--- src/hdl/utf16_to_utf32_stream_decoder_defines.svh ---
// ----------------------------------------------------------------------------
// UTF-16 to UTF-32 decoder assertion macros
// Shared property wrappers for the concurrent checks of the decoder.
// ----------------------------------------------------------------------------
`ifndef UTF16_TO_UTF32_STREAM_DECODER_DEFINES_SVH
`define UTF16_TO_UTF32_STREAM_DECODER_DEFINES_SVH

// The consequent must hold in the same cycle as the antecedent.
`define U16U32_ASSERT_SAME(lbl, ante, cons, msg) \
  lbl: assert property (@(posedge clk_i) disable iff (!rst_ni) (ante) |-> (cons)) \
    else $error(msg);

// The consequent must hold in the cycle after the antecedent.
`define U16U32_ASSERT_NEXT(lbl, ante, cons, msg) \
  lbl: assert property (@(posedge clk_i) disable iff (!rst_ni) (ante) |=> (cons)) \
    else $error(msg);

`endif

--- src/hdl/u16u32_pkg.sv ---
// ----------------------------------------------------------------------------
// UTF-16 to UTF-32 decoder package
// Job format and queue sizing shared by the front end, queue and back end.
// ----------------------------------------------------------------------------
package u16u32_pkg;

  localparam int unsigned CpW    = 21;  // widest code point is 0x10FFFF
  localparam int unsigned QDepth = 2;
  localparam int unsigned QAw    = (QDepth > 1) ? $clog2(QDepth) : 1;
  localparam int unsigned QCw    = $clog2(QDepth + 1);

  localparam logic [CpW-1:0] BomWord     = CpW'(32'h0000_FEFF);
  localparam logic [15:0]    HiSurLo     = 16'hD800;
  localparam logic [15:0]    HiSurHi     = 16'hDBFF;
  localparam logic [15:0]    LoSurLo     = 16'hDC00;
  localparam logic [15:0]    LoSurHi     = 16'hDFFF;
  localparam logic [CpW-1:0] SupplOffset = CpW'(32'h0001_0000);
  localparam logic [7:0]     MarkFe      = 8'hFE;
  localparam logic [7:0]     MarkFf      = 8'hFF;

  // One unit of work for the back end: a code point to serialize or an error.
  typedef struct packed {
    logic           err;
    logic           big;
    logic [CpW-1:0] word;
  } job_t;

  typedef struct packed {
    logic push;
    job_t job;
  } q_wr_t;

  typedef struct packed {
    logic valid;
    job_t job;
  } q_rd_t;

endpackage

--- src/hdl/u16u32_in_if.sv ---
// ----------------------------------------------------------------------------
// UTF-16 byte channel
// Valid/ready channel that carries one raw byte and the stream start flag.
// ----------------------------------------------------------------------------
interface u16u32_in_if;
  logic       valid;
  logic       ready;
  logic [7:0] in_byte;
  logic       stream_start;

  modport source (output valid, output in_byte, output stream_start, input ready);
  modport sink   (input valid, input in_byte, input stream_start, output ready);
endinterface

--- src/hdl/u16u32_out_if.sv ---
// ----------------------------------------------------------------------------
// UTF-32 byte channel
// Valid/ready channel that carries one output byte with its run and error flags.
// ----------------------------------------------------------------------------
interface u16u32_out_if;
  logic       valid;
  logic       ready;
  logic [7:0] out_byte;
  logic       last_of_run;
  logic       bad_mark;

  modport source (output valid, output out_byte, output last_of_run, output bad_mark,
                  input ready);
  modport sink   (input valid, input out_byte, input last_of_run, input bad_mark,
                  output ready);
endinterface

--- src/hdl/u16u32_front.sv ---
// ----------------------------------------------------------------------------
// UTF-16 decoder front end
// Accepts bytes, tracks the mark and surrogate phases and issues jobs.
// ----------------------------------------------------------------------------
module u16u32_front
  import u16u32_pkg::*;
(
  input  logic       clk_i,
  input  logic       rst_ni,
  input  logic       valid_i,
  input  logic [7:0] in_byte_i,
  input  logic       stream_start_i,
  output logic       ready_o,
  input  logic       q_full_i,
  output q_wr_t      q_wr_o
);

  localparam logic [2:0] PhMark0  = 3'd0;
  localparam logic [2:0] PhMark1  = 3'd1;
  localparam logic [2:0] PhUnit0  = 3'd2;
  localparam logic [2:0] PhUnit1  = 3'd3;
  localparam logic [2:0] PhLow0   = 3'd4;
  localparam logic [2:0] PhLow1   = 3'd5;
  localparam logic [2:0] PhSilent = 3'd6;

  logic [2:0] phase_q, phase_d;
  logic       big_q, big_d;
  logic [7:0] held_q, held_d;
  logic [9:0] hs_q, hs_d;

  logic        accept;
  logic [2:0]  ph;
  logic        big_cur;
  logic [9:0]  hs_cur;
  logic [15:0] unit;
  logic [15:0] unit_off;

  assign ready_o = !q_full_i;
  assign accept  = valid_i && ready_o;

  // A start flag restarts decoding with this byte as the first mark byte.
  assign ph      = stream_start_i ? PhMark0 : phase_q;
  assign big_cur = stream_start_i ? 1'b0 : big_q;
  assign hs_cur  = stream_start_i ? 10'd0 : hs_q;
  assign unit    = big_cur ? {held_q, in_byte_i} : {in_byte_i, held_q};

  always_comb begin
    phase_d       = phase_q;
    big_d         = big_q;
    held_d        = held_q;
    hs_d          = hs_q;
    unit_off      = '0;
    q_wr_o.push   = 1'b0;
    q_wr_o.job    = '{err: 1'b0, big: big_cur, word: CpW'(unit)};
    if (accept) begin
      phase_d = ph;
      big_d   = big_cur;
      hs_d    = hs_cur;
      unique case (ph)
        PhMark0: begin
          held_d  = in_byte_i;
          phase_d = PhMark1;
        end
        PhMark1: begin
          q_wr_o.push = 1'b1;
          if (held_q == MarkFe && in_byte_i == MarkFf) begin
            big_d      = 1'b1;
            phase_d    = PhUnit0;
            q_wr_o.job = '{err: 1'b0, big: 1'b1, word: BomWord};
          end else if (held_q == MarkFf && in_byte_i == MarkFe) begin
            big_d      = 1'b0;
            phase_d    = PhUnit0;
            q_wr_o.job = '{err: 1'b0, big: 1'b0, word: BomWord};
          end else begin
            phase_d    = PhSilent;
            q_wr_o.job = '{err: 1'b1, big: big_cur, word: '0};
          end
        end
        PhUnit0, PhLow0: begin
          held_d  = in_byte_i;
          phase_d = ph + 3'd1;
        end
        PhUnit1: begin
          if (unit >= HiSurLo && unit <= HiSurHi) begin
            unit_off = unit - HiSurLo;
            hs_d     = unit_off[9:0];
            phase_d  = PhLow0;
          end else begin
            phase_d     = PhUnit0;
            q_wr_o.push = 1'b1;
          end
        end
        PhLow1: begin
          phase_d = PhUnit0;
          if (unit >= LoSurLo && unit <= LoSurHi) begin
            unit_off        = unit - LoSurLo;
            q_wr_o.push     = 1'b1;
            q_wr_o.job.word = {1'b0, hs_cur, unit_off[9:0]} + SupplOffset;
          end
        end
        default: phase_d = PhSilent;
      endcase
    end
  end

  always_ff @(posedge clk_i or negedge rst_ni) begin
    if (!rst_ni) begin
      phase_q <= PhMark0;
      big_q   <= 1'b0;
      held_q  <= '0;
      hs_q    <= '0;
    end else begin
      phase_q <= phase_d;
      big_q   <= big_d;
      held_q  <= held_d;
      hs_q    <= hs_d;
    end
  end

endmodule

--- src/hdl/u16u32_queue.sv ---
// ----------------------------------------------------------------------------
// UTF-16 decoder job queue
// Short first-in first-out buffer between the front end and the back end.
// ----------------------------------------------------------------------------
module u16u32_queue
  import u16u32_pkg::*;
(
  input  logic  clk_i,
  input  logic  rst_ni,
  input  q_wr_t wr_i,
  output logic  full_o,
  output q_rd_t rd_o,
  input  logic  pop_i
);

  job_t           mem_q [QDepth];
  logic [QAw-1:0] wr_ptr_q, rd_ptr_q;
  logic [QCw-1:0] cnt_q;
  logic           do_push, do_pop;

  assign full_o     = (cnt_q == QCw'(QDepth));
  assign rd_o.valid = (cnt_q != '0);
  assign rd_o.job   = mem_q[rd_ptr_q];
  assign do_push    = wr_i.push && !full_o;
  assign do_pop     = pop_i && rd_o.valid;

  function automatic logic [QAw-1:0] next_ptr(input logic [QAw-1:0] p);
    return (p == QAw'(QDepth - 1)) ? '0 : p + QAw'(1);
  endfunction

  always_ff @(posedge clk_i) begin
    if (do_push) begin
      mem_q[wr_ptr_q] <= wr_i.job;
    end
  end

  always_ff @(posedge clk_i or negedge rst_ni) begin
    if (!rst_ni) begin
      wr_ptr_q <= '0;
      rd_ptr_q <= '0;
      cnt_q    <= '0;
    end else begin
      if (do_push) begin
        wr_ptr_q <= next_ptr(wr_ptr_q);
      end
      if (do_pop) begin
        rd_ptr_q <= next_ptr(rd_ptr_q);
      end
      if (do_push && !do_pop) begin
        cnt_q <= cnt_q + QCw'(1);
      end else if (do_pop && !do_push) begin
        cnt_q <= cnt_q - QCw'(1);
      end
    end
  end

endmodule

--- src/hdl/u16u32_back.sv ---
// ----------------------------------------------------------------------------
// UTF-16 decoder back end
// Serializes each job into UTF-32 bytes through a registered output stage.
// ----------------------------------------------------------------------------
module u16u32_back
  import u16u32_pkg::*;
(
  input  logic       clk_i,
  input  logic       rst_ni,
  input  q_rd_t      rd_i,
  output logic       pop_o,
  output logic       valid_o,
  input  logic       ready_i,
  output logic [7:0] out_byte_o,
  output logic       last_of_run_o,
  output logic       bad_mark_o
);

  logic        valid_q;
  logic [7:0]  byte_q, byte_d;
  logic        last_q, last_d;
  logic        bad_q;
  logic [1:0]  cnt_q, cnt_d;
  logic [1:0]  idx;
  logic [31:0] word32;
  logic        load;

  assign load   = rd_i.valid && (!valid_q || ready_i);
  assign word32 = {{(32 - CpW){1'b0}}, rd_i.job.word};
  // Byte k of a word goes out most significant first in big endian order.
  assign idx    = rd_i.job.big ? (2'd3 - cnt_q) : cnt_q;

  always_comb begin
    unique case (idx)
      2'd0:    byte_d = word32[7:0];
      2'd1:    byte_d = word32[15:8];
      2'd2:    byte_d = word32[23:16];
      default: byte_d = word32[31:24];
    endcase
    if (rd_i.job.err) begin
      byte_d = '0;
    end
    last_d = rd_i.job.err || (cnt_q == 2'd3);
    cnt_d  = last_d ? 2'd0 : cnt_q + 2'd1;
  end

  assign pop_o = load && last_d;

  always_ff @(posedge clk_i or negedge rst_ni) begin
    if (!rst_ni) begin
      valid_q <= 1'b0;
      cnt_q   <= '0;
    end else begin
      if (load) begin
        valid_q <= 1'b1;
        cnt_q   <= cnt_d;
      end else if (ready_i) begin
        valid_q <= 1'b0;
      end
    end
  end

  always_ff @(posedge clk_i) begin
    if (load) begin
      byte_q <= byte_d;
      last_q <= last_d;
      bad_q  <= rd_i.job.err;
    end
  end

  assign valid_o       = valid_q;
  assign out_byte_o    = byte_q;
  assign last_of_run_o = last_q;
  assign bad_mark_o    = bad_q;

endmodule

--- src/hdl/utf16_to_utf32_stream_decoder.sv ---
// Path: a job is written into the queue on the transfer edge and moves into the output
//   register once that is free; its first byte is then valid.
// Throughput: one input transfer per cycle while the two-entry job queue has
//   room; the sustained rate is limited by the back end's single byte-wide
//   output register, which emits four bytes per code point.
// Reset: rst_ni (asynchronous, active low) clears queue and output; decoding awaits a mark.
// ----------------------------------------------------------------------------
// UTF-16 to UTF-32 stream decoder
// Converts a byte-serial UTF-16 stream with byte order mark into UTF-32 bytes.
// ----------------------------------------------------------------------------
`include "utf16_to_utf32_stream_decoder_defines.svh"

module utf16_to_utf32_stream_decoder
  import u16u32_pkg::*;
(
  input  logic              clk_i,
  input  logic              rst_ni,
  u16u32_in_if.sink         in_i,
  u16u32_out_if.source      out_o
);

  // The front end decodes the byte order mark, pairs bytes into code units and
  // merges surrogate pairs. Every input byte yields at most one job, either a
  // code point to send or a bad mark error, which it pushes into the queue.
  q_wr_t q_wr;
  q_rd_t q_rd;
  logic  q_full;
  logic  q_pop;

  u16u32_front u_front (
    .clk_i          (clk_i),
    .rst_ni         (rst_ni),
    .valid_i        (in_i.valid),
    .in_byte_i      (in_i.in_byte),
    .stream_start_i (in_i.stream_start),
    .ready_o        (in_i.ready),
    .q_full_i       (q_full),
    .q_wr_o         (q_wr)
  );

  // The queue lets the front end keep taking transfers while the back end is
  // still working through an earlier code point or is stalled downstream.
  u16u32_queue u_queue (
    .clk_i  (clk_i),
    .rst_ni (rst_ni),
    .wr_i   (q_wr),
    .full_o (q_full),
    .rd_o   (q_rd),
    .pop_i  (q_pop)
  );

  // The back end turns a job into four bytes in the stream's byte order, or a
  // single zero byte flagged as a bad mark, and releases the job on the last.
  u16u32_back u_back (
    .clk_i         (clk_i),
    .rst_ni        (rst_ni),
    .rd_i          (q_rd),
    .pop_o         (q_pop),
    .valid_o       (out_o.valid),
    .ready_i       (out_o.ready),
    .out_byte_o    (out_o.out_byte),
    .last_of_run_o (out_o.last_of_run),
    .bad_mark_o    (out_o.bad_mark)
  );

  // An error result is always a single zero byte that closes its run.
  `U16U32_ASSERT_SAME(a_bad_is_last, out_o.valid && out_o.bad_mark,
                      out_o.last_of_run && out_o.out_byte == 8'd0,
                      "bad mark result is not a lone zero byte")

  // The front end never issues a job into a full queue.
  `U16U32_ASSERT_SAME(a_no_push_full, q_full, !q_wr.push, "job pushed into full queue")

  // A waiting job with a free output stage is loaded at the next edge.
  `U16U32_ASSERT_NEXT(a_back_loads, q_rd.valid && (!out_o.valid || out_o.ready),
                      out_o.valid, "back end failed to load a waiting job")

endmodule

--- src/flat_wrapper.sv ---
// flat-port wrapper written by rule: the top's interface ports become plain ports
module utf16_to_utf32_stream_decoder_flat import u16u32_pkg::*;
  (clk_i, rst_ni, in_i_valid, in_i_in_byte, in_i_stream_start, in_i_ready, out_o_valid, out_o_out_byte, out_o_last_of_run, out_o_bad_mark, out_o_ready);
  u16u32_in_if in_i_i ();
  u16u32_out_if out_o_i ();
  input  logic clk_i;
  input  logic rst_ni;
  input wire logic [$bits(in_i_i.valid)-1:0] in_i_valid;
  input wire logic [$bits(in_i_i.in_byte)-1:0] in_i_in_byte;
  input wire logic [$bits(in_i_i.stream_start)-1:0] in_i_stream_start;
  output wire logic [$bits(in_i_i.ready)-1:0] in_i_ready;
  output wire logic [$bits(out_o_i.valid)-1:0] out_o_valid;
  output wire logic [$bits(out_o_i.out_byte)-1:0] out_o_out_byte;
  output wire logic [$bits(out_o_i.last_of_run)-1:0] out_o_last_of_run;
  output wire logic [$bits(out_o_i.bad_mark)-1:0] out_o_bad_mark;
  input wire logic [$bits(out_o_i.ready)-1:0] out_o_ready;
  assign in_i_i.valid = in_i_valid;
  assign in_i_i.in_byte = in_i_in_byte;
  assign in_i_i.stream_start = in_i_stream_start;
  assign in_i_ready = in_i_i.ready;
  assign out_o_valid = out_o_i.valid;
  assign out_o_out_byte = out_o_i.out_byte;
  assign out_o_last_of_run = out_o_i.last_of_run;
  assign out_o_bad_mark = out_o_i.bad_mark;
  assign out_o_i.ready = out_o_ready;
  utf16_to_utf32_stream_decoder u_core (.clk_i(clk_i), .rst_ni(rst_ni), .in_i(in_i_i), .out_o(out_o_i));
endmodule
--- config.mk ---
export PLATFORM = sky130hd
export DESIGN_NAME = utf16_to_utf32_stream_decoder_flat
export DESIGN_NICKNAME = d
export VERILOG_FILES = /design/src/hdl/u16u32_pkg.sv /design/src/hdl/u16u32_in_if.sv /design/src/hdl/u16u32_out_if.sv /design/src/hdl/u16u32_front.sv /design/src/hdl/u16u32_queue.sv /design/src/hdl/u16u32_back.sv /design/src/hdl/utf16_to_utf32_stream_decoder.sv /design/src/flat_wrapper.sv
export VERILOG_INCLUDE_DIRS = /design/src /design/src/hdl
export SDC_FILE = /design/constraint.sdc
export NUM_CORES = 1
export LEC_CHECK = 0
export BUFFER_PORTS_ARGS = -buffer_cell sky130_fd_sc_hd__buf_4
export CORE_MARGIN = 2
export CORE_UTILIZATION = 40
export DETAILED_ROUTE_END_ITERATION = 8
export SYNTH_ARGS = -nofsm -noshare
export SYNTH_HDL_FRONTEND = slang
export SYNTH_SLANG_ARGS = --single-unit
--- constraint.sdc ---
create_clock -name clk_i -period 3.5 [get_ports clk_i]
set_input_delay 0.525 -clock clk_i [delete_from_list [all_inputs] [get_ports clk_i]]
set_output_delay 0.525 -clock clk_i [all_outputs]
set_load 0.02 [all_outputs]
== Word level (Yosys, flattened, before mapping) ==
Memories as Yosys holds them, arrays and structs flattened.
Cells that the tools add are included.
W data, S select, Z words.
Operators by class
  shift-type cells: 0
  add/sub/neg operators: 10
  order comparisons: 4
  equality and inequality tests: 13
  reductions and logical operators: 25
  $mul: 0
  mux-type cells: 33
  bitwise operators: 0
  divide/modulo/power cells: 0
Operators with widths (number)
  $mux W23: 2
  $pmux W21 S2: 1
  $eq A8 B8 Y1 const B: 4
  $ge A16 B16 Y1 const B: 2
  $le A16 B16 Y1 const B: 2
  $mux W10: 3
  $mux W24: 1
  $pmux W8 S3: 1
  $add A20 B17 Y21 const B: 1
  $mux W21: 1
  $sub A10 B1 Y10 const B: 2
  $mux W16: 1
  $pmux W3 S5: 1
  $mux W1: 12
  $mux W3: 4
  $logic_and A1 B1 Y1: 11
  $mux W2: 5
  $eq A2 B2 Y1 const B: 3
  $eq A3 B2 Y1 const B: 2
  $eq A3 B3 Y1 const B: 2
  $reduce_bool A2 Y1: 3
  $add A2 B1 Y2 const B: 2
  $logic_not A1 Y1: 4
  $add A3 B1 Y3 const B: 1
  12 further kinds: 14
Storage, ports and cells
  memories: 1
  output and inout port bits: 12
  RAM bits: 46
  latch bits: 0
  bits in read-only memories: 0
  register bits: 39
Memories
  u_core.u_queue.mem_q: depth 2, bits a word 23, read ports 1, clocked after memory_dff 0, wr ports 1, RTL line u16u32_queue.sv:16  | job_t mem_q [QDepth];

== Logic depth before layout (Yosys ltp) ==
Gate-level depths: netlist of the first run.
  depth after elaboration: 12
  mapped depth: 12

== Cells and area by module ==
From an unflattened synthesis of the first run, not the netlist that was laid out.
Second synthesis, totals
  cells, all modules: 337
  area, all modules: 4420.5 µm²
Modules (own cells, without submodules)
  u16u32_queue: instances 1, cells each 91, sequential area each 1481.4 µm², area an instance 1963.1 µm²
  u16u32_front: instances 1, cells each 195, sequential area each 550.5 µm², area an instance 1798.0 µm²
  u16u32_back: instances 1, cells each 51, sequential area each 375.4 µm², area an instance 659.4 µm²

== Least setup slack after synthesis of the first run ==
Ideal clock, no wire load.
  path type: input to register
  from: in in_i_stream_start
  to: mem u_core.u_queue.mem_q[1][0] (netlist name), enable pin
  stages: 8
  data required time: 3.095 ns
  setup slack: 0.122 ns
  path buffers: 3
  data arrival time: 2.973 ns
  path through: clkbuf_1 nand2b_1 ha_1 clkbuf_1 and3_1 clkbuf_1 a221oi_4 nor2b_1
Between the ends
  word-level cells in the longest chain between the ends: 10
  elaborated cells on any way between the ends: 19
  those cells by class: order compare (4); eq/ne (3); mux (9); reduce/logical (3)
Ends and longest elaborated chain
  from (decl): RTL line flat_wrapper.sv:10  | input wire logic [$bits(in_i_i.stream_start)-1:0] in_i_stream_start;
  $mux W1: RTL line u16u32_front.sv:43  | assign big_cur = stream_start_i ? 1'b0 : big_q;
  $mux W16: RTL line u16u32_front.sv:45  | assign unit = big_cur ? {held_q, in_byte_i} : {in_byte_i, held_q};
  $ge A16 B16 Y1 (tied with other cells): RTL line u16u32_front.sv:95  | if (unit >= LoSurLo && unit <= LoSurHi) begin
  $logic_and A1 B1 Y1, on equally long branches: RTL line u16u32_front.sv:95, u16u32_front.sv:84
  $mux W1, on equally long branches: RTL line u16u32_front.sv:95, u16u32_front.sv:84
  $pmux W1 S3 *: RTL line u16u32_front.sv:59  | unique case (ph)
  $mux W24 *: RTL line u16u32_front.sv:55  | if (accept) begin
  $logic_and A1 B1 Y1 *: RTL line u16u32_queue.sv:24  | assign do_push = wr_i.push && !full_o;
  $mux W1 *: RTL line u16u32_queue.sv:32  | if (do_push) begin
  $mux W1 (not written as such) *: RTL line u16u32_queue.sv:33  | mem_q[wr_ptr_q] <= wr_i.job;
  to (decl): RTL line u16u32_queue.sv:16
Every way passes the cells marked *; elsewhere a longest branch is shown, timed or not.

== Worst setup path in the final report of the first run ==
  from: reg u_core.u_front.big_q
  to: reg u_core.u_queue.cnt_q[1]
Between the ends
  word-level cells in the longest chain between the ends: 11
  elaborated cells on any way between the ends: 18
  those cells by class: order compare (4); mux (7); reduce/logical (7)
Ends and longest elaborated chain
  from (decl): RTL line u16u32_front.sv:27  | logic big_q, big_d;
  from (signal assigned): RTL line u16u32_front.sv:114  | big_q <= big_d;
  $mux W1 *: RTL line u16u32_front.sv:43
  $mux W16 *: RTL line u16u32_front.sv:45
  $ge A16 B16 Y1 (tied with other cells): RTL line u16u32_front.sv:95
  $logic_and A1 B1 Y1, on equally long branches: RTL line u16u32_front.sv:95, u16u32_front.sv:84
  $mux W1, on equally long branches: RTL line u16u32_front.sv:95, u16u32_front.sv:84
  $pmux W1 S3 *: RTL line u16u32_front.sv:59
  $mux W24 *: RTL line u16u32_front.sv:55
  $logic_and A1 B1 Y1 *: RTL line u16u32_queue.sv:24
  named net u_core.u_queue.do_push: RTL line u16u32_queue.sv:19  | logic do_push, do_pop;
  $logic_not A1 Y1: RTL line u16u32_queue.sv:51  | end else if (do_pop && !do_push) begin
  $logic_and A1 B1 Y1: RTL line u16u32_queue.sv:51
  $reduce_bool A2 Y1 (no line)
  to (signal assigned): RTL line u16u32_queue.sv:50  | cnt_q <= cnt_q + QCw'(1);
  to (signal assigned): RTL line u16u32_queue.sv:52  | cnt_q <= cnt_q - QCw'(1);
  to (decl): RTL line u16u32_queue.sv:18  | logic [QCw-1:0] cnt_q;
Mark *: on every way through the listed nets, which the timed path passes. The rest lies on a longest branch.
A chain may end at the register's enable or synchronous reset.

==> summary.md, run 1 <==
| Metric | Value |
|---|---|
| Outcome | finished, final reports clean |
| Hold WC Path Type | input port to async pin |
| GR Util met2 | between 20% and 30% |
| Diodes inserted | 0 |
| Syn Area/Cell | 10.9 um^2 |
| Avg WL per Cell | 18.0 um |
| Count leader, synth | edfxtp_1 |
| Row count | 39 |
| M1 GR Usage | 25.2% |
| Post-DRT Antenna Nets | 0 |
| GP Congestion | 0.870 |
| Placed Cells | ~580 |
| Worst-path clk slew | 0.06 ns |
| Via density | 5.69 |
| Worst Setup Start Kind | flop |
| Maximum clock rate | around 380 MHz |
| Mapped Area | 4620 um^2 |
| Layout cells sized above 1 | between 15 and 20% |
| Cell type with the largest total area after synthesis | edfxtp_1 |
| Sum Neg Setup Slack | 0 ns |
| WP data arrival | 2.92 ns |
| Leak | 0.00198 uW |
| Final setup violation count | 0 |
| Ys flop type | edfxtp_1 |
| CTS Hold Buffers Added | 0 |
| Initial antenna violation count | 0 |
| Global route hottest layer | met2 |
| Final hold violation count | 0 |
| DR pass1 iterations | 5 |
| Pwr dens | 745 nW/um^2 |
| Final Non-Filler Cells | 590 |
| Synth top cells by count | edfxtp_1, nand2_1, a21oi_1 |
| Unrepaired setup endpoints after global routing | no |
| Die area | 12400 um^2 |
| Port buffer count | 24 |
| Endpoint type of the worst setup path | flop |
| FF-to-FF Start | u_core.u_front.big_q |
| Clock Tree Root | clkbuf_16 |
| Flop and latch count out of synthesis | 85 |
| Post-CTS setup buffers | 0 |
| Layout Skew | 0.00881 ns |
| Final Power | between 3000 and 4000 uW |
| Global-route wire length before repair | 17.7 mm |
| Number of flops mapped to enable cells by yosys | 56 |
| Critical path data required time | 3.77 ns |
| Clock Latency Late Sink | 0.34 ns |
| Critical-path top delay cell | dfrtp_1 |
| TritonCTS clock tree | done |
| CORE AREA | 11400 um^2 |
| Grt ovf | 0 |
| Clk sinks | 85 |
| Largest net degree at the start of global routing | 30 |
| I/O Pins | 25 |
| Post-DP HPWL | ~7.7 mm |
| Number of max-cap violations | 0 |
| Synth Warn # | 0 |
| Post-synth cell types | 56 |
| Total GRT Usage | 18.1% |
| Post-layout min period | 2.65 ns |
| Slew headroom | about 53% |
| Area grow syn2layout | 13.3% |
| FFs w/ async S/R, synth | approximately a third |
| Worst-path fanout max | 12 |
| Highest ir drop seen on vdd | 0.281 mV |
| Crit-path cells | nor2b_1, buf_4, mux2_2, o21a_1, a221oi_4, inv_1, ha_1, xor2_1, nor2_1, xor2_1 |
| Top-area cell type share of the netlist area | 36.4% |
| DRT Wirelength | between 10 and 15 mm |
| Worst-margin pin slew | 0.699 ns |
| Critical path class | flop to flop |
| 1st-iter DRT viols | 228 |
| Period utilization | 75.8% |
| CP peak stage delay | around 0.53 ns |
| Cells after synthesis | 423 |
| Sequential share of the synthesized area | 52.1% |
| Starting Density | roughly two fifths |
| Syn_nets | approximately 440 |
| Final-stage net count | approximately 460 |
| Die width | 111 um |
| Post-CTS sizing | 0 |
| Global routing usage on met3 | under 10% |
| Longest Clk Path Bufs | 2 |
| Max-slew violations | 0 |
| Die height | 111 um |
| Most frequent CP cell | xor2_1 |
| Critical Path Start | u_core.u_front.big_q |
| Drc violations | 0 |
| Vias in the first global route | roughly 3300 |
| CTS H-tree lvls | 3 |
| Total number of vias | 3355 |
| CTS buffer count | 9 |
| Most area-consuming cells after synthesis | edfxtp_1, dfrtp_1, mux2i_1, mux2_2, a21oi_1 |
cells in the final DEF (no fill, tap or decap), types with 10 or more instances in the layout:
master and count:
a21oi_1 35, buf_4 32, dfrtp_1 29, edfxtp_1 56
inv_1 15, mux2_2 19, mux2i_1 24, nand2_1 36
nand3_1 18, nor2_1 15, nor3_1 24, o21ai_0 20
o2bb2ai_1 10
sequential cells by signal, indices dropped and copies added, names as in the netlist:
signal	flops
u_core.u_back.out_byte_o	8
u_core.u_front.held_q	8
u_core.u_front.phase_q	3
u_core.u_front.hs_q	10
u_core.u_back.cnt_q	2
u_core.u_front.big_q	1
u_core.u_back.valid_o	1
u_core.u_back.last_of_run_o	1
u_core.u_queue.mem_q	46
u_core.u_queue.rd_ptr_q	1
u_core.u_back.bad_mark_o	1
u_core.u_queue.cnt_q	2
u_core.u_queue.wr_ptr_q	1
per-layer routing:
layer	up-vias	wire length [um]
li1	1624	-
met1	1601	5070
met2	107	4750
met3	23	511
met4	0	276
met5	-	0
worst paths after layout:
path	to	slack (ns)	depth (start not counted)
max	u_core.u_queue.cnt_q[1]	0.85	10
min	u_core.u_back.valid_o	0.11	1
max reg2reg	u_core.u_queue.cnt_q[1]	0.85	10
min reg2reg	u_core.u_queue.wr_ptr_q	0.51	1
max in group asynchronous	u_core.u_front.hs_q[8]	3.07	1
min in group clk_i	u_core.u_front.held_q[0]	0.45	3
where the power goes:
group | leakage (uW) | switching (uW) | internal [uW]
Combinational | 0.000950 | 788 | 550
Clock | 0.000152 | 370 | 614
Sequential | 0.000881 | 220 | 1360
cell families (layout without fill, tap and decap cells):
logic type | after synthesis | count (layout) | synth area share [%]
buffers and inverters | 39 | 63 | 3.82
multiplexers | 45 | 45 | 10.4
adder cells (fa/ha/maj) | 8 | 8 | 2.17
AO/OA/AOI/OAI | 104 | 104 | 15.2
AND/OR/NAND/NOR | 134 | 134 | 14.9
XOR/XNOR | 8 | 8 | 1.52
flip-flops | 85 | 85 | 52.1
critical path, delay by kind of cell (launching register included):
kind                       cells  cell delay, ns
muxes                          1            0.38
adders and majority gates      1            0.21
and+or+nand+nor                2            0.29
xor gates and xnor gates       2            0.29
buffers and inverters          2            0.28
DFF                            1            0.53
AOI/OAI and AO/OA              2            0.59
through the flow:
| step | cell area [um^2] | setup slack, ns | hold WS, ns | util, % |
|---|---|---|---|---|
| after floorplan | 4620 | 0.122 | 0.229 | - |
| final | 5240 | 0.847 | 0.107 | 46.1 |
| after global placement | 4930 | 0.714 | 0.476 | 43.4 |
| after detailed placement | 4930 | 0.641 | 0.483 | 43.4 |
| after global routing | 5240 | 0.654 | 0.129 | 46.1 |
| after CTS | 5240 | 0.857 | 0.116 | 46.1 |
cell type report:
class                   count  area (um^2)
well taps                 143          179
fillers                  1052         6130
clock inverters             6         78.8
multi-input cells         299         2050
repair buffers             32          240
clock buffers               9          225
flip-flops and latches     85         2410
inverters                  16         60.1
Power figures use the tool's default switching activity.
==> run 2, diff against run 1 <==
Clock period 3.5 ns to 2.2 ns, I/O delays scaled along.
==> run 2 against run 1 <==
  * Fmax up 25%
  * Worst hold slack improved by 0.14 ns
  * Worst setup slack lost 0.76 ns
  * First-iteration DRC count decreased by 30%
  * Routed wire length rose by 5.5%
  * Critical path type unchanged
  * Largest cell class unchanged
==> summary.md, run 2 (same netlist as run 1, synthesis figures left out) <==
| Metric | Value |
|---|---|
| Commonest non-fill, non-tap cell in the layout | buf_4 |
| Critical path data required time | 2.42 ns (-1.35 ns) |
| WP data arrival | 2.33 ns (-0.59 ns) |
| Sequential Power Share | 36.6% (-3.9 points) |
| Clock Latency Late Sink | 0.34 ns (about the same) |
| Die area | 12400 um^2 (unchanged) |
| Hold WC Path Type | input port to flop |
| Final setup violation count | 0 (unchanged) |
| Commonest non-fill, non-tap cells in the layout | buf_4, edfxtp_1, nand2_1 |
| Clock Power Share | 23.4% (-1.8 points) |
| Top Metal Used | met4 |
| Post-layout min period | 2.12 ns (-0.537 ns) |
| Drc violations | 0 (unchanged) |
| Clk sinks | 85 (unchanged) |
| Crit-path cells | mux2_2, or2_2, nand2_1, ha_4, xor2_2, nor2_1, xor2_1 |
| Final hold violation count | 0 (unchanged) |
| Initial antenna violation count | 0 (unchanged) |
| CTS H-tree lvls | 3 (unchanged) |
| Post-DP HPWL | 8.11 mm (+5.1%) |
| Final Non-Filler Cells | 632 (+7.1%) |
| Internal power | 4180 uW (+66%) |
| Die height | 111 um (unchanged) |
| Post-DRT Antenna Nets | 0 (unchanged) |
| I/O Pins | 25 (unchanged) |
| Area grow syn2layout | 22.8% |
| Top Registers | u_core.u_queue.mem_q: 46 flops, u_core.u_front.hs_q: 10 flops |
| Worst Setup Start Kind | flop |
| Worst-path fanout max | 5 (-7) |
| Grt ovf | 0 (unchanged) |
| Starting Density | 40.7% (unchanged) |
| DRT Wirelength | 11.2 mm (+5.5%) |
| Combinational power share | 40.1% (+5.8 points) |
| Switching part of the total power | 36.1% (+0.82 points) |
| Instance area at placement | 5300 um^2 (+7.4%) |
| WHS Path Cells | 3 |
| Critical-path top delay cell | dfrtp_1 |
| CTS buffer count | 9 (unchanged) |
| Top reg by flops | u_core.u_queue.mem_q |
| Critical path class | flop to flop |
| Layout Skew | 0.00670 ns (-0.00211 ns) |
| CORE AREA | 11400 um^2 (unchanged) |
| Total GRT Usage | 18.5% (+0.36 points) |
| Vias in the first global route | 3512 (+6.0%) |
| Placed Cells | 612 (+6.4%) |
| Leak | 0.00220 uW (+11%) |
| Fin util | 49.9% (+3.9 points) |
| Maximum clock rate | 472 MHz (+25%) |
| Cell count along the critical path | 7 (-3) |
| Pwr dens | 1150 nW/um^2 (+55%) |
| Avg WL per Cell | 17.7 um (-1.5%) |
| Number of max-cap violations | 0 (unchanged) |
| Largest net degree at the start of global routing | 30 (unchanged) |
| WL met3 | 532 um (+4.1%) |
| Max-slew violations | 0 (unchanged) |
| Worst-path clk slew | 0.06 ns (about the same) |
| Endpoint type of the worst setup path | flop |
| Global-route wire length before repair | 18.4 mm (+4.2%) |
| Longest Clk Path Bufs | 2 (unchanged) |
| Clock Tree Root | clkbuf_16 |
| DR pass1 iterations | 4 (-1) |
| Max reg flops | 46 (unchanged) |
| CP bufs+invs | 0 (-2) |
| Worst-margin pin slew | 0.532 ns (-0.167 ns) |
| Met2 wire len | 5.43 mm (+14%) |
| 1st-iter DRT viols | 159 (-30%) |
| Post-route cell area | 5680 um^2 (+8.4%) |
| Row count | 39 (unchanged) |
| Outcome | finished, final reports clean |
| CP peak stage delay | 0.50 ns (-0.03 ns) |
| Switch Pwr | 2370 uW (+72%) |
| Port buffer count | 24 (unchanged) |
| Total number of vias | 3518 (+4.9%) |
| Met1 wire length | 5.13 mm (+1.2%) |
| GP Congestion | 0.889 (+2.1%) |
| Diodes inserted | 0 (unchanged) |
| Via density | 5.57 (-2.1%) |
| Slew headroom | 64.5% (+11 points) |
| Register-to-Register Path Depth | 7 (-3) |
| Highest ir drop seen on vdd | 0.699 mV (+150%) |
| Top Family by Delay on Critical Path | simple AND/OR/NAND/NOR gates |
| Final-stage net count | 505 (+8.8%) |
| TritonCTS clock tree | done |
| Layout cells sized above 1 | 26.8% (+8.9 points) |
| Period utilization | 96.2% (+20 points) |
| Die width | 111 um (unchanged) |
==> run 2: power by group through the flow <==
stage	clock network (uW)	logic [uW]	registers, uW
after floorplan	0	1590	2490
after global placement	0	2530	2400
after detailed placement	0	2590	2420
after CTS	1560	2600	2390
after global routing	1640	2860	2440
final	1530	2630	2400
==> run 2: final cells by class <==
type | instances | area [um^2]
Timing Repair Buffer | 73 | 588
Fill cell | 1019 | 5690
Clock buffer | 10 | 229
Sequential cell | 85 | 2410
Tap cell | 143 | 179
Clock inverter | 6 | 68.8
Inverter | 16 | 60.1
Multi-Input combinational cell | 299 | 2140
==> run 2: path summary, 6_finish.rpt <==
| kind | startpoint | to | slack [ns] |
|---|---|---|---|
| worst max register to register | u_core.u_queue.rd_ptr_q | u_core.u_queue.cnt_q[1] | 0.08 |
| max in group asynchronous | rst_ni | u_core.u_front.big_q | 1.43 |
| min in group asynchronous | rst_ni | u_core.u_back.valid_o | 0.46 |
| worst min-delay path | out_o_ready | u_core.u_back.valid_o | 0.24 |
| worst min register to register | u_core.u_front.hs_q[2] | u_core.u_front.hs_q[2] | 0.50 |
| worst max-delay path | u_core.u_queue.rd_ptr_q | u_core.u_queue.cnt_q[1] | 0.08 |
==> run 2: what timing repair did <==
item | 4_1_cts | 5_1_grt
gates resized for setup | 0 | 10
hold buffers | 1 | 0
pin swaps | 0 | 3
setup buffers | 2 | 1
endpoints found under the hold margin | 29 | 0
setup endpoints to repair | 1 | 2
==> run 2: through the flow <==
step	total power, uW	setup TNS, ns	hold WS (ns)	worst slack [ns]
after global routing	6940	-0.0163	0.248	-0.0163
after global placement	4930	-0.00433	0.294	-0.00433
final	6550	0	0.243	0.0834
after detailed placement	5010	-0.0475	0.301	-0.0475
after floorplan	4090	-1.64	0.0344	-0.147
after CTS	6550	0	0.236	0.0235
==> run 2: worst register-to-register path: stages, from the launching register on <==
cell,delay (ns)
dfrtp_1,0.50
mux2_2,0.39
or2_2,0.32
nand2_1,0.24
ha_4,0.19
xor2_2,0.13
nor2_1,0.06
xor2_1,0.15
==> run 2: routing by layer <==
| layer | GRT usage [%] | vias up |
|---|---|---|
| li1 | - | 1703 |
| met1 | 24.9 | 1717 |
| met2 | 30.6 | 89 |
| met3 | 4.52 | 9 |
| met4 | 4.03 | 0 |
| met5 | 0 | - |
